--- src/rtl/core/dedup_bounded_fifo_burst_drain_top_macros.svh ---
// Assertion macros shared by the queue RTL; clocked on clk, disabled while rst_n is low.
`ifndef DEDUP_BOUNDED_FIFO_BURST_DRAIN_TOP_MACROS_SVH
`define DEDUP_BOUNDED_FIFO_BURST_DRAIN_TOP_MACROS_SVH

`ifndef SYNTHESIS
// Property that must hold at every clock edge.
`define DBFD_ASSERT(lbl, prop, msg) \
    lbl: assert property (@(posedge clk) disable iff (!rst_n) (prop)) \
        else $error(msg);
// Antecedent in one cycle implies consequent in the next.
`define DBFD_ASSERT_NEXT(lbl, ante, cons, msg) \
    lbl: assert property (@(posedge clk) disable iff (!rst_n) (ante) |=> (cons)) \
        else $error(msg);
`else
`define DBFD_ASSERT(lbl, prop, msg)
`define DBFD_ASSERT_NEXT(lbl, ante, cons, msg)
`endif

`endif

--- src/rtl/core/dbfd_pkg.sv ---
// Shared types, codes and constants of the deduplicating placement queue.
`default_nettype none

package dbfd_pkg;

    localparam int QUEUE_DEPTH_DEF = 16;
    localparam int MAX_POPS        = 16;
    localparam int CFG_W           = 5;
    localparam int CFG_IDX_W       = 1;
    localparam int CMD_W           = 2;
    localparam int GRID_W          = 8;
    localparam int CELL_W          = 32;
    localparam int ROT_W           = 8;
    localparam int STATUS_W        = 3;

    // Command queue between front and back
    localparam int CQ_DEPTH = 2;
    localparam int CQ_PTR_W = $clog2(CQ_DEPTH);
    localparam int CQ_CNT_W = $clog2(CQ_DEPTH + 1);

    // Configuration register indexes
    localparam logic [CFG_IDX_W-1:0] CFG_IDX_POPS  = 1'b0;
    localparam logic [CFG_IDX_W-1:0] CFG_IDX_LIMIT = 1'b1;

    typedef enum logic [CMD_W-1:0] {
        CMD_ENQUEUE   = 2'd0,
        CMD_POP_FRAME = 2'd1,
        CMD_CLEAR     = 2'd2,
        CMD_NONE      = 2'd3
    } command_t;

    typedef enum logic [1:0] {
        OP_ENQUEUE,
        OP_REJECT,
        OP_POP,
        OP_CLEAR
    } op_t;

    typedef enum logic [STATUS_W-1:0] {
        ST_QUEUED    = 3'd0,
        ST_DUPLICATE = 3'd1,
        ST_DROPPED   = 3'd2,
        ST_INVALID   = 3'd3,
        ST_POPPED    = 3'd4,
        ST_EMPTY     = 3'd5,
        ST_CLEARED   = 3'd6
    } status_t;

    typedef enum logic {
        BK_IDLE,
        BK_POP
    } back_state_t;

    // Classified request passed from front to back
    typedef struct packed {
        op_t                      op;
        logic [GRID_W-1:0]        grid;
        logic [CELL_W-1:0]        cell_id;
        logic signed [ROT_W-1:0]  rot;
    } req_t;

    // One queued placement request
    typedef struct packed {
        logic [GRID_W-1:0]        grid;
        logic [CELL_W-1:0]        cell_id;
        logic signed [ROT_W-1:0]  rot;
    } entry_t;

endpackage

`default_nettype wire

--- src/rtl/core/dbfd_front.sv ---
// Front end: command handshake and request classification.
`default_nettype none

module dbfd_front
    import dbfd_pkg::*;
(
    input  logic                     start,
    input  logic [CMD_W-1:0]         command,
    input  logic                     grid_valid,
    input  logic [GRID_W-1:0]        grid_handle,
    input  logic [CELL_W-1:0]        cell_key,
    input  logic signed [ROT_W-1:0]  rotation_steps,
    input  logic                     q_full,
    output logic                     busy,
    output logic                     push,
    output req_t                     push_req
);

    logic accept;

    // Take a command whenever the command queue has room
    assign busy   = q_full;
    assign accept = start && !q_full;

    // Classify; unknown commands are consumed and dropped here
    always_comb
    begin
        push             = 1'b0;
        push_req.op      = OP_CLEAR;
        push_req.grid    = grid_handle;
        push_req.cell_id = cell_key;
        push_req.rot     = rotation_steps;
        case (command_t'(command))
            CMD_ENQUEUE:
            begin
                push        = accept;
                push_req.op = grid_valid ? OP_ENQUEUE : OP_REJECT;
            end
            CMD_POP_FRAME:
            begin
                push        = accept;
                push_req.op = OP_POP;
            end
            CMD_CLEAR:
            begin
                push        = accept;
                push_req.op = OP_CLEAR;
            end
            default:
            begin
                push = 1'b0;
            end
        endcase
    end

endmodule

`default_nettype wire

--- src/rtl/core/dbfd_queue.sv ---
// Short command queue decoupling the front end from the back end.
`default_nettype none

module dbfd_queue
    import dbfd_pkg::*;
(
    input  logic clk,
    input  logic rst_n,
    input  logic push,
    input  req_t push_req,
    input  logic pop,
    output logic full,
    output logic empty,
    output req_t head
);

`include "dedup_bounded_fifo_burst_drain_top_macros.svh"

    req_t                slot_reg [CQ_DEPTH];
    logic [CQ_PTR_W-1:0] wr_ptr_reg;
    logic [CQ_PTR_W-1:0] wr_ptr_next;
    logic [CQ_PTR_W-1:0] rd_ptr_reg;
    logic [CQ_PTR_W-1:0] rd_ptr_next;
    logic [CQ_CNT_W-1:0] fill_reg;
    logic [CQ_CNT_W-1:0] fill_next;

    function automatic logic [CQ_PTR_W-1:0] ptr_inc(input logic [CQ_PTR_W-1:0] p);
        return (p == CQ_PTR_W'(CQ_DEPTH - 1)) ? '0 : p + 1'b1;
    endfunction

    assign full  = (fill_reg == CQ_CNT_W'(CQ_DEPTH));
    assign empty = (fill_reg == '0);
    assign head  = slot_reg[rd_ptr_reg];

    // Pointer and fill update
    always_comb
    begin
        wr_ptr_next = push ? ptr_inc(wr_ptr_reg) : wr_ptr_reg;
        rd_ptr_next = pop ? ptr_inc(rd_ptr_reg) : rd_ptr_reg;
        fill_next   = fill_reg;
        if (push && !pop)
        begin
            fill_next = fill_reg + 1'b1;
        end
        else if (!push && pop)
        begin
            fill_next = fill_reg - 1'b1;
        end
    end

    always_ff @(posedge clk or negedge rst_n)
    begin
        if (!rst_n)
        begin
            wr_ptr_reg <= '0;
            rd_ptr_reg <= '0;
            fill_reg   <= '0;
        end
        else
        begin
            wr_ptr_reg <= wr_ptr_next;
            rd_ptr_reg <= rd_ptr_next;
            fill_reg   <= fill_next;
        end
    end

    // Request storage
    always_ff @(posedge clk)
    begin
        if (push)
        begin
            slot_reg[wr_ptr_reg] <= push_req;
        end
    end

    `DBFD_ASSERT(a_cq_no_overflow, !(push && full && !pop), "command queue overflow")
    `DBFD_ASSERT(a_cq_no_underflow, !(pop && empty), "command queue underflow")

endmodule

`default_nettype wire

--- src/rtl/core/dbfd_back.sv ---
// Back end: entry store, duplicate search, drop-oldest enqueue and burst drain.
`default_nettype none

module dbfd_back
    import dbfd_pkg::*;
#(
    parameter int QUEUE_DEPTH = QUEUE_DEPTH_DEF
)
(
    input  logic                     clk,
    input  logic                     rst_n,
    input  logic                     cfg_we,
    input  logic [CFG_IDX_W-1:0]     cfg_index,
    input  logic [CFG_W-1:0]         cfg_data,
    input  logic                     q_empty,
    input  req_t                     q_head,
    output logic                     q_pop,
    output logic                     result_valid,
    output logic [STATUS_W-1:0]      status,
    output logic [GRID_W-1:0]        out_grid,
    output logic [CELL_W-1:0]        out_cell,
    output logic signed [ROT_W-1:0]  out_rotation,
    output logic [CFG_W-1:0]         dropped_count,
    output logic                     last
);

`include "dedup_bounded_fifo_burst_drain_top_macros.svh"

    localparam int IDX_W = (QUEUE_DEPTH > 1) ? $clog2(QUEUE_DEPTH) : 1;
    localparam int CNT_W = $clog2(QUEUE_DEPTH + 1);
    localparam int LIM_W = (CNT_W > CFG_W) ? CNT_W : CFG_W;
    localparam int SUM_W = LIM_W + 1;
    localparam logic [SUM_W-1:0] DEPTH_S    = SUM_W'(QUEUE_DEPTH);
    localparam logic [LIM_W-1:0] DEPTH_L    = LIM_W'(QUEUE_DEPTH);
    localparam logic [CFG_W-1:0] MAX_POPS_C = CFG_W'(MAX_POPS);
    localparam logic [CFG_W-1:0] DROP_SAT   = '1;

    // Entry store (no reset: only occupied slots are ever read)
    entry_t                   entry_store_reg [QUEUE_DEPTH];

    back_state_t              state_reg;
    back_state_t              state_next;
    logic [IDX_W-1:0]         head_reg;
    logic [IDX_W-1:0]         head_next;
    logic [CNT_W-1:0]         count_reg;
    logic [CNT_W-1:0]         count_next;
    logic [CFG_W-1:0]         pop_left_reg;
    logic [CFG_W-1:0]         pop_left_next;
    logic [CFG_W-1:0]         pops_cfg_reg;
    logic [CFG_W-1:0]         pops_cfg_next;
    logic [CFG_W-1:0]         limit_cfg_reg;
    logic [CFG_W-1:0]         limit_cfg_next;

    logic                     result_valid_reg;
    logic                     result_valid_next;
    status_t                  status_reg;
    status_t                  status_next;
    logic [GRID_W-1:0]        out_grid_reg;
    logic [GRID_W-1:0]        out_grid_next;
    logic [CELL_W-1:0]        out_cell_reg;
    logic [CELL_W-1:0]        out_cell_next;
    logic signed [ROT_W-1:0]  out_rotation_reg;
    logic signed [ROT_W-1:0]  out_rotation_next;
    logic [CFG_W-1:0]         dropped_reg;
    logic [CFG_W-1:0]         dropped_next;
    logic                     last_reg;
    logic                     last_next;

    logic                     wr_en;
    logic [IDX_W-1:0]         tail_idx;
    logic [LIM_W-1:0]         count_l;
    logic [LIM_W-1:0]         limit_raw;
    logic [LIM_W-1:0]         eff_limit;
    logic                     at_limit;
    logic [LIM_W-1:0]         drop_l;
    logic [CFG_W-1:0]         drop_sat;
    logic [CFG_W-1:0]         budget_raw;
    logic [CFG_W-1:0]         budget;
    logic [CFG_W-1:0]         n_pop;
    logic [QUEUE_DEPTH-1:0]   hit;
    logic                     dup;
    entry_t                   head_entry;

    // (base + step) modulo depth; step never exceeds the depth
    function automatic logic [IDX_W-1:0] wrap_add(input logic [IDX_W-1:0] base,
                                                  input logic [LIM_W-1:0] step);
        logic [SUM_W-1:0] sum;
        sum = SUM_W'(base) + SUM_W'(step);
        if (sum >= DEPTH_S)
        begin
            sum = sum - DEPTH_S;
        end
        return sum[IDX_W-1:0];
    endfunction

    // Effective limits, drop count and burst length
    always_comb
    begin
        count_l    = LIM_W'(count_reg);
        limit_raw  = (limit_cfg_reg == '0) ? LIM_W'(1) : LIM_W'(limit_cfg_reg);
        eff_limit  = (limit_raw > DEPTH_L) ? DEPTH_L : limit_raw;
        at_limit   = (count_l >= eff_limit);
        drop_l     = count_l - eff_limit + LIM_W'(1);
        drop_sat   = (drop_l > LIM_W'(DROP_SAT)) ? DROP_SAT : drop_l[CFG_W-1:0];
        budget_raw = (pops_cfg_reg == '0) ? CFG_W'(1) : pops_cfg_reg;
        budget     = (budget_raw > MAX_POPS_C) ? MAX_POPS_C : budget_raw;
        n_pop      = (count_l < LIM_W'(budget)) ? count_l[CFG_W-1:0] : budget;
        tail_idx   = wrap_add(head_reg, count_l);
        head_entry = entry_store_reg[head_reg];
    end

    // Parallel duplicate search over occupied slots
    always_comb
    begin
        for (int i = 0; i < QUEUE_DEPTH; i++)
        begin
            logic [LIM_W-1:0] offset;
            offset = (LIM_W'(i) >= LIM_W'(head_reg)) ?
                     LIM_W'(i) - LIM_W'(head_reg) :
                     LIM_W'(i) + DEPTH_L - LIM_W'(head_reg);
            hit[i] = (offset < count_l) &&
                     (entry_store_reg[i].grid == q_head.grid) &&
                     (entry_store_reg[i].cell_id == q_head.cell_id);
        end
        dup = |hit;
    end

    // Configuration writes
    always_comb
    begin
        pops_cfg_next  = pops_cfg_reg;
        limit_cfg_next = limit_cfg_reg;
        if (cfg_we)
        begin
            case (cfg_index)
                CFG_IDX_POPS:  pops_cfg_next  = cfg_data;
                CFG_IDX_LIMIT: limit_cfg_next = cfg_data;
                default:       pops_cfg_next  = pops_cfg_reg;
            endcase
        end
    end

    // Execution FSM: non-burst commands are executed in idle, one entry per cycle in a burst
    always_comb
    begin
        state_next        = state_reg;
        head_next         = head_reg;
        count_next        = count_reg;
        pop_left_next     = pop_left_reg;
        q_pop             = 1'b0;
        wr_en             = 1'b0;
        result_valid_next = 1'b0;
        status_next       = ST_QUEUED;
        out_grid_next     = '0;
        out_cell_next     = '0;
        out_rotation_next = '0;
        dropped_next      = '0;
        last_next         = 1'b1;
        case (state_reg)
            BK_IDLE:
            begin
                if (!q_empty)
                begin
                    q_pop = 1'b1;
                    case (q_head.op)
                        OP_REJECT:
                        begin
                            result_valid_next = 1'b1;
                            status_next       = ST_INVALID;
                        end
                        OP_ENQUEUE:
                        begin
                            result_valid_next = 1'b1;
                            if (dup)
                            begin
                                status_next = ST_DUPLICATE;
                            end
                            else
                            begin
                                // Tail slot is head + count whether or not we drop
                                wr_en = 1'b1;
                                if (at_limit)
                                begin
                                    head_next    = wrap_add(head_reg, drop_l);
                                    count_next   = eff_limit[CNT_W-1:0];
                                    status_next  = ST_DROPPED;
                                    dropped_next = drop_sat;
                                end
                                else
                                begin
                                    count_next  = count_reg + 1'b1;
                                    status_next = ST_QUEUED;
                                end
                            end
                        end
                        OP_POP:
                        begin
                            if (count_reg == '0)
                            begin
                                result_valid_next = 1'b1;
                                status_next       = ST_EMPTY;
                            end
                            else
                            begin
                                pop_left_next = n_pop;
                                state_next    = BK_POP;
                            end
                        end
                        OP_CLEAR:
                        begin
                            result_valid_next = 1'b1;
                            status_next       = ST_CLEARED;
                            head_next         = '0;
                            count_next        = '0;
                        end
                        default:
                        begin
                            q_pop = 1'b1;
                        end
                    endcase
                end
            end
            BK_POP:
            begin
                result_valid_next = 1'b1;
                status_next       = ST_POPPED;
                out_grid_next     = head_entry.grid;
                out_cell_next     = head_entry.cell_id;
                out_rotation_next = head_entry.rot;
                last_next         = (pop_left_reg == CFG_W'(1));
                head_next         = wrap_add(head_reg, LIM_W'(1));
                count_next        = count_reg - 1'b1;
                pop_left_next     = pop_left_reg - 1'b1;
                if (pop_left_reg == CFG_W'(1))
                begin
                    state_next = BK_IDLE;
                end
            end
            default:
            begin
                state_next = BK_IDLE;
            end
        endcase
    end

    // Control state
    always_ff @(posedge clk or negedge rst_n)
    begin
        if (!rst_n)
        begin
            state_reg        <= BK_IDLE;
            head_reg         <= '0;
            count_reg        <= '0;
            pop_left_reg     <= '0;
            pops_cfg_reg     <= CFG_W'(1);
            limit_cfg_reg    <= CFG_W'(16);
            result_valid_reg <= 1'b0;
        end
        else
        begin
            state_reg        <= state_next;
            head_reg         <= head_next;
            count_reg        <= count_next;
            pop_left_reg     <= pop_left_next;
            pops_cfg_reg     <= pops_cfg_next;
            limit_cfg_reg    <= limit_cfg_next;
            result_valid_reg <= result_valid_next;
        end
    end

    // Result payload
    always_ff @(posedge clk)
    begin
        status_reg       <= status_next;
        out_grid_reg     <= out_grid_next;
        out_cell_reg     <= out_cell_next;
        out_rotation_reg <= out_rotation_next;
        dropped_reg      <= dropped_next;
        last_reg         <= last_next;
    end

    // Entry store write
    always_ff @(posedge clk)
    begin
        if (wr_en)
        begin
            entry_store_reg[tail_idx] <= '{grid: q_head.grid, cell_id: q_head.cell_id,
                                           rot: q_head.rot};
        end
    end

    assign result_valid  = result_valid_reg;
    assign status        = status_reg;
    assign out_grid      = out_grid_reg;
    assign out_cell      = out_cell_reg;
    assign out_rotation  = out_rotation_reg;
    assign dropped_count = dropped_reg;
    assign last          = last_reg;

    `DBFD_ASSERT(a_count_bound, count_reg <= CNT_W'(QUEUE_DEPTH), "occupancy above depth")
    `DBFD_ASSERT(a_burst_covered, (state_reg != BK_POP) || ((pop_left_reg != '0) && (LIM_W'(pop_left_reg) <= count_l)), "burst longer than occupancy")
    `DBFD_ASSERT_NEXT(a_burst_end, (state_reg == BK_POP) && (pop_left_reg == CFG_W'(1)), result_valid_reg && last_reg && (state_reg == BK_IDLE), "burst did not end with last")

endmodule

`default_nettype wire

--- src/rtl/core/dedup_bounded_fifo_burst_drain_top.sv ---
// Enqueue, clear, reject and empty pop give their result from the result registers once the
// back end takes them from the command queue; a pop frame that finds entries first enters the pop state.
// Enqueue, clear and reject are executed by the back end in idle; a pop frame of n entries takes
// one setup step in idle, then one entry per cycle from the single store read port.
// A two-entry command queue keeps start open while a burst drains; busy is high when it is full.
// Results are a one-cycle strobe with no stall. Reset clears the queue to empty, budget 1,
// limit 16; the entry store itself is not cleared and needs no clearing pass.
`default_nettype none

module dedup_bounded_fifo_burst_drain_top
    import dbfd_pkg::*;
#(
    parameter int QUEUE_DEPTH = QUEUE_DEPTH_DEF
)
(
    input  logic                     clk,
    input  logic                     rst_n,
    input  logic                     start,
    output logic                     busy,
    input  logic [CMD_W-1:0]         command,
    input  logic                     grid_valid,
    input  logic [GRID_W-1:0]        grid_handle,
    input  logic [CELL_W-1:0]        cell_key,
    input  logic signed [ROT_W-1:0]  rotation_steps,
    output logic                     result_valid,
    output logic [STATUS_W-1:0]      status,
    output logic [GRID_W-1:0]        out_grid,
    output logic [CELL_W-1:0]        out_cell,
    output logic signed [ROT_W-1:0]  out_rotation,
    output logic [CFG_W-1:0]         dropped_count,
    output logic                     last,
    input  logic                     cfg_we,
    input  logic [CFG_IDX_W-1:0]     cfg_index,
    input  logic [CFG_W-1:0]         cfg_data
);

    logic q_full;
    logic q_empty;
    logic q_push;
    logic q_pop;
    req_t push_req;
    req_t q_head;

    // Front end: handshake and classification
    dbfd_front u_front (
        .start          (start),
        .command        (command),
        .grid_valid     (grid_valid),
        .grid_handle    (grid_handle),
        .cell_key       (cell_key),
        .rotation_steps (rotation_steps),
        .q_full         (q_full),
        .busy           (busy),
        .push           (q_push),
        .push_req       (push_req)
    );

    // Command queue
    dbfd_queue u_queue (
        .clk      (clk),
        .rst_n    (rst_n),
        .push     (q_push),
        .push_req (push_req),
        .pop      (q_pop),
        .full     (q_full),
        .empty    (q_empty),
        .head     (q_head)
    );

    // Back end: store and execution
    dbfd_back #(
        .QUEUE_DEPTH (QUEUE_DEPTH)
    ) u_back (
        .clk           (clk),
        .rst_n         (rst_n),
        .cfg_we        (cfg_we),
        .cfg_index     (cfg_index),
        .cfg_data      (cfg_data),
        .q_empty       (q_empty),
        .q_head        (q_head),
        .q_pop         (q_pop),
        .result_valid  (result_valid),
        .status        (status),
        .out_grid      (out_grid),
        .out_cell      (out_cell),
        .out_rotation  (out_rotation),
        .dropped_count (dropped_count),
        .last          (last)
    );

endmodule

`default_nettype wire
--- config.mk ---
export PLATFORM = sky130hd
export DESIGN_NAME = dedup_bounded_fifo_burst_drain_top
export DESIGN_NICKNAME = d
export VERILOG_FILES = /design/src/rtl/core/dbfd_pkg.sv /design/src/rtl/core/dbfd_front.sv /design/src/rtl/core/dbfd_queue.sv /design/src/rtl/core/dbfd_back.sv /design/src/rtl/core/dedup_bounded_fifo_burst_drain_top.sv
export VERILOG_INCLUDE_DIRS = /design/src /design/src/rtl/core
export SDC_FILE = /design/constraint.sdc
export NUM_CORES = 2
export LEC_CHECK = 0
export BUFFER_PORTS_ARGS = -buffer_cell sky130_fd_sc_hd__buf_4
export CAP_MARGIN = 20
export CELL_PAD_IN_SITES_DETAIL_PLACEMENT = 1
export CELL_PAD_IN_SITES_GLOBAL_PLACEMENT = 2
export CORE_ASPECT_RATIO = 0.75
export CORE_MARGIN = 2
export CORE_UTILIZATION = 30
export DETAILED_ROUTE_END_ITERATION = 12
export GPL_TIMING_DRIVEN = 1
export PLACE_DENSITY = 0.55
export SLEW_MARGIN = 30
export SYNTH_ARGS = -nofsm -noshare
export SYNTH_HDL_FRONTEND = slang
export SYNTH_SLANG_ARGS = --single-unit
--- constraint.sdc ---
create_clock -name clk -period 13.7 [get_ports clk]
set_input_delay 4.11 -clock clk [delete_from_list [all_inputs] [get_ports clk]]
set_output_delay 4.11 -clock clk [all_outputs]
set_load 0.03 [all_outputs]
==> metrics.md <==
| Metric | Value |
|---|---|
| Outcome | `complete, no violations` |
| Hold Violations, Final | `0` |
| Clk slew on worst S/H paths | `0.07 ns` |
| CP max FO | `32` |
| Hold Path Origin | `u_back.limit_cfg_reg[0]` |
| Cells after DPL | `4877` |
| Num CTS Buffers | `103` |
| HP Class | `reg2reg` |
| Dpl hpwl | `148000 um` |
| Sequential area share after synthesis | `61.1%` |
| GRT Residual Overflow | `0` |
| First-pass GRT wire length | `269000 um` |
| PortBufs | `~120` |
| Synth warn | `0` |
| Hold Crit Depth | `1` |
| Via-per-instance ratio | `5.51` |
| Max FFs per register | `768` |
| Multi-input gate area | `around 17000 um^2` |
| Synth unique cells | `67` |
| Core area | `152000 um^2` |
| Clock root buffer | `clkbuf_16` |
| Power per Cell Area | `around 240 nW/um^2` |
| Clock Skew | `0.0580 ns` |
| DRC Markers | `0` |
| Worst-skew pair later-pin latency | `a little under 0.8 ns` |
| FF-to-FF Start | `u_back.head_reg[0]` |
| Die width | `about 460 um` |
| Synth Register Bits | `between 900 and 1000` |
| Syn_area_per_cell | `16.4 um^2` |
| Top achievable clock speed | `0.136 GHz` |
| RSZ-0062 raised after global routing | `no` |
| Busiest layer in global routing | `met1` |
| Routing usage on met2 | `around 36%` |
| R2R Path End | `u_back.entry_store_reg[15][2]` |
| CP Capture Type | `flop` |
| Max-cap violations | `0` |
| Via count | `27976` |
| Lkg Pwr | `17.3 nW` |
| Initial antenna violation count | `17` |
| Share of layout cells above drive strength 1 | `23.6%` |
| Part of the cycle the worst path needs | `53.5%` |
| # hold bufs at CTS | `0` |
| IO Pins | `120` |
| Wirelength per Cell | `39.9 um` |
| Starting Density | `30.1%` |
| Crit path kind | `reg2reg` |
| Setup bufs post-CTS | `0` |
| Placer congestion estimate | `1.03` |
| CTS Sinks | `around 960` |
| Mapped Cells | `approximately 2800` |
| Worst-margin pin slew | `1.21 ns` |
| Largest stage delay, worst path | `around 0.83 ns` |
| Slew margin rel. | `18.8%` |
| Cell chain of the critical path | `clkinv_1 > ha_1 > inv_1 > ha_1 > nor2b_1 > o21ai_0 > a21boi_0 > o21ai_0 > nor4b_1 > nor4_1 > or3b_1 > nor3_1 > buf_4 > nand3b_1 > nor2_4 > buf_4` |
| Die height | `342 um` |
| Core Util, Final | `35.1%` |
| Ys async rst share | `3.14%` |
| Reg2reg path depth | `16` |
| Required @ worst endpoint | `about 14 ns` |
| Data arrival, critical path | `7.70 ns` |
| Tmin final | `7.33 ns` |
| First-pass iteration count of the detailed router | `5` |
| Setup TNS | `0 ns` |
| Initial drt markers | `about 4000` |
| CTS tree | `yes` |
| Worst min-delay path endpoint | `u_back.limit_cfg_reg[0]` |
| Post-Layout Cell Count | `5079` |
| Ranking of synthesized cells by area | `edfxtp_1 (57%), mux4_2 (12%), xnor2_1 (7.1%)` |
| Final setup violation count | `0` |
| Area leader, netlist | `edfxtp_1` |
| Share of the synthesized area in the top cell type | `56.9%` |
| Global Route Usage Sum | `25.9%` |
| Register-to-register setup slack | `6.37 ns` |
| Area Overhead vs Synth | `16.4%` |
| Filler instances | `15206` |
| Clock Path Buffers | `3` |
| CP bufs+invs | `4` |
| Ys flop type | `edfxtp_1` |
| H-tree lvl count | `3` |
| Number of global-route vias before repair | `27920` |
| Maximum vdd drop | `142 uV` |
| Post-DRT Antenna Nets | `0` |
| Largest net degree at the start of global routing | `94` |
| Family with the most delay on the worst path | `simple AND/OR/NAND/NOR gates` |
| M1 GR Usage | `38.8%` |
| Routed WL | `203000 um` |
| Grt met3 use | `8.11%` |
| Post-synth EDFFs | `between 800 and 900` |
| Die ar. | `156000 um^2` |
| Cells resized by post-CTS repair | `0` |
| Layout net count | `~3100` |
| Crit path launch type | `flop` |
| Row cnt | `124` |
| Crit-path slowest cell | `dfrtp_4` |
| Post-synth design cell area | `roughly 46000 um^2` |
| Slew Viols, Final | `0` |
| FF/Latch Area | `~28000 um^2` |
==> routing by layer <==
| layer | routed length, um | vias up |
|---|---|---|
| met3 | 20500 | 235 |
| met4 | 5140 | 10 |
| li1 | - | 11064 |
| met1 | 93200 | 15267 |
| met5 | 69 | - |
| met2 | 84000 | 1400 |
==> how the worst max path moves through the flow <==
stage | slack [ns] | from | cells past startpoint | to
after detailed placement | 6.36 | u_back.head_reg[0] | 16 | u_back.entry_store_reg[15][4]
after CTS | 6.32 | u_back.head_reg[0] | 16 | u_back.entry_store_reg[15][42]
final | 6.37 | u_back.head_reg[0] | 16 | u_back.entry_store_reg[15][2]
after global routing | 6.00 | u_back.head_reg[0] | 16 | u_back.entry_store_reg[15][42]
after global placement | 6.22 | u_back.head_reg[3] | 15 | u_back.entry_store_reg[15][4]
after floorplan | 4.28 | u_back.head_reg[1] | 20 | u_back.entry_store_reg[12][0]
==> through the flow <==
step	setup slack, ns	cell area (um^2)	power [mW]	hold slack, ns
2_1_floorplan	4.28	45800	7.30	0.460
3_3_place_gp	6.22	49400	9.91	0.501
3_5_place_dp	6.36	49500	9.94	0.523
4_1_cts	6.32	53100	13.0	0.535
5_1_grt	6.00	53300	13.5	0.553
6_report	6.37	53300	13.1	0.524
==> final cells by class <==
class	count	share of cell area, %
antenna	1	0.00469
inverter	87	0.617
clock buffer	142	5.38
tap	2016	4.73
timing repair buffer	200	3.08
clock inverter	54	1.39
multi-input combinational	1624	32.3
sequential	955	52.5
==> cell families (layout without fill, tap and decap cells) <==
family / Yosys count / count (layout) / share of synthesized area [%]
xor+xnor: 668 / 668 / 12.8
simple gates: 421 / 421 / 5.26
compound gates: 126 / 126 / 1.73
fa+ha+maj: 98 / 98 / 2.74
other cells: 1 / 4 / 0.00819
mux: 308 / 308 / 14.1
buf+inv: 206 / 483 / 2.29
flops: 955 / 955 / 61.1
==> power by group <==
| part | switching (mW) | internal (mW) | total (mW) | leakage [nW] |
|---|---|---|---|---|
| combinational | 4.01 | 1.99 | 5.99 | 6.97 |
| clock | 1.28 | 1.75 | 3.03 | 1.73 |
| sequential | 0.287 | 3.74 | 4.02 | 8.65 |
==> synthesized netlist by cell type (all sizes together) (5+ instances only) <==
library cell and count:
o21ai 43, nand2 44, mux2i 48, mux2 20, xnor2 373, edfxtp 868
xor2 295, a21o 8, dfrtp 28, nand2b 8, buf 68, clkbuf 51
ha 94, o211ai 5, mux4 240, a21boi 9, nor4 99, and2 54
nor3 37, nand3 21, a21oi 26, nand4 95, nor4b 5, nor2 32
dfxtp 57, inv 85, nor2b 9
==> placed cells by master, fill, tap and decap left out, types with 15 or more instances in the layout <==
cell type  netlist  final
mux4_2         240    240
ha_1            94     94
edfxtp_1       868    868
nand4_1         95     95
dfxtp_1         57     57
buf_4           17    185
xnor2_1        373    359
nand3_1         21     21
xor2_1         295    291
bufinv_16        0     15
clkbuf_1        51     27
mux2_2          20     20
clkbuf_16        0    105
mux2i_4         23     37
inv_1           85     84
nand2_1         43     43
nor4_1          99     81
nor4_2           0     18
o21ai_0         41     41
clkinv_2         0     15
nor3_1          37     27
and2_1          54     53
dfrtp_1         28     23
a21oi_1         26     26
nor2_1          32     29
==> worst reg2reg max path, stage by stage (launching register included) <==
cell      delay, ns
dfrtp_4        0.83
clkinv_1       0.65
ha_1           0.52
inv_1          0.08
ha_1           0.27
nor2b_1        0.16
o21ai_0        0.13
a21boi_0       0.72
o21ai_0        0.29
nor4b_1        0.23
nor4_1         0.22
or3b_1         0.53
nor3_1         0.24
buf_4          0.24
nand3b_1       0.26
nor2_4         0.79
buf_4          0.75
Note: power is estimated with default switching activity, not from simulation.
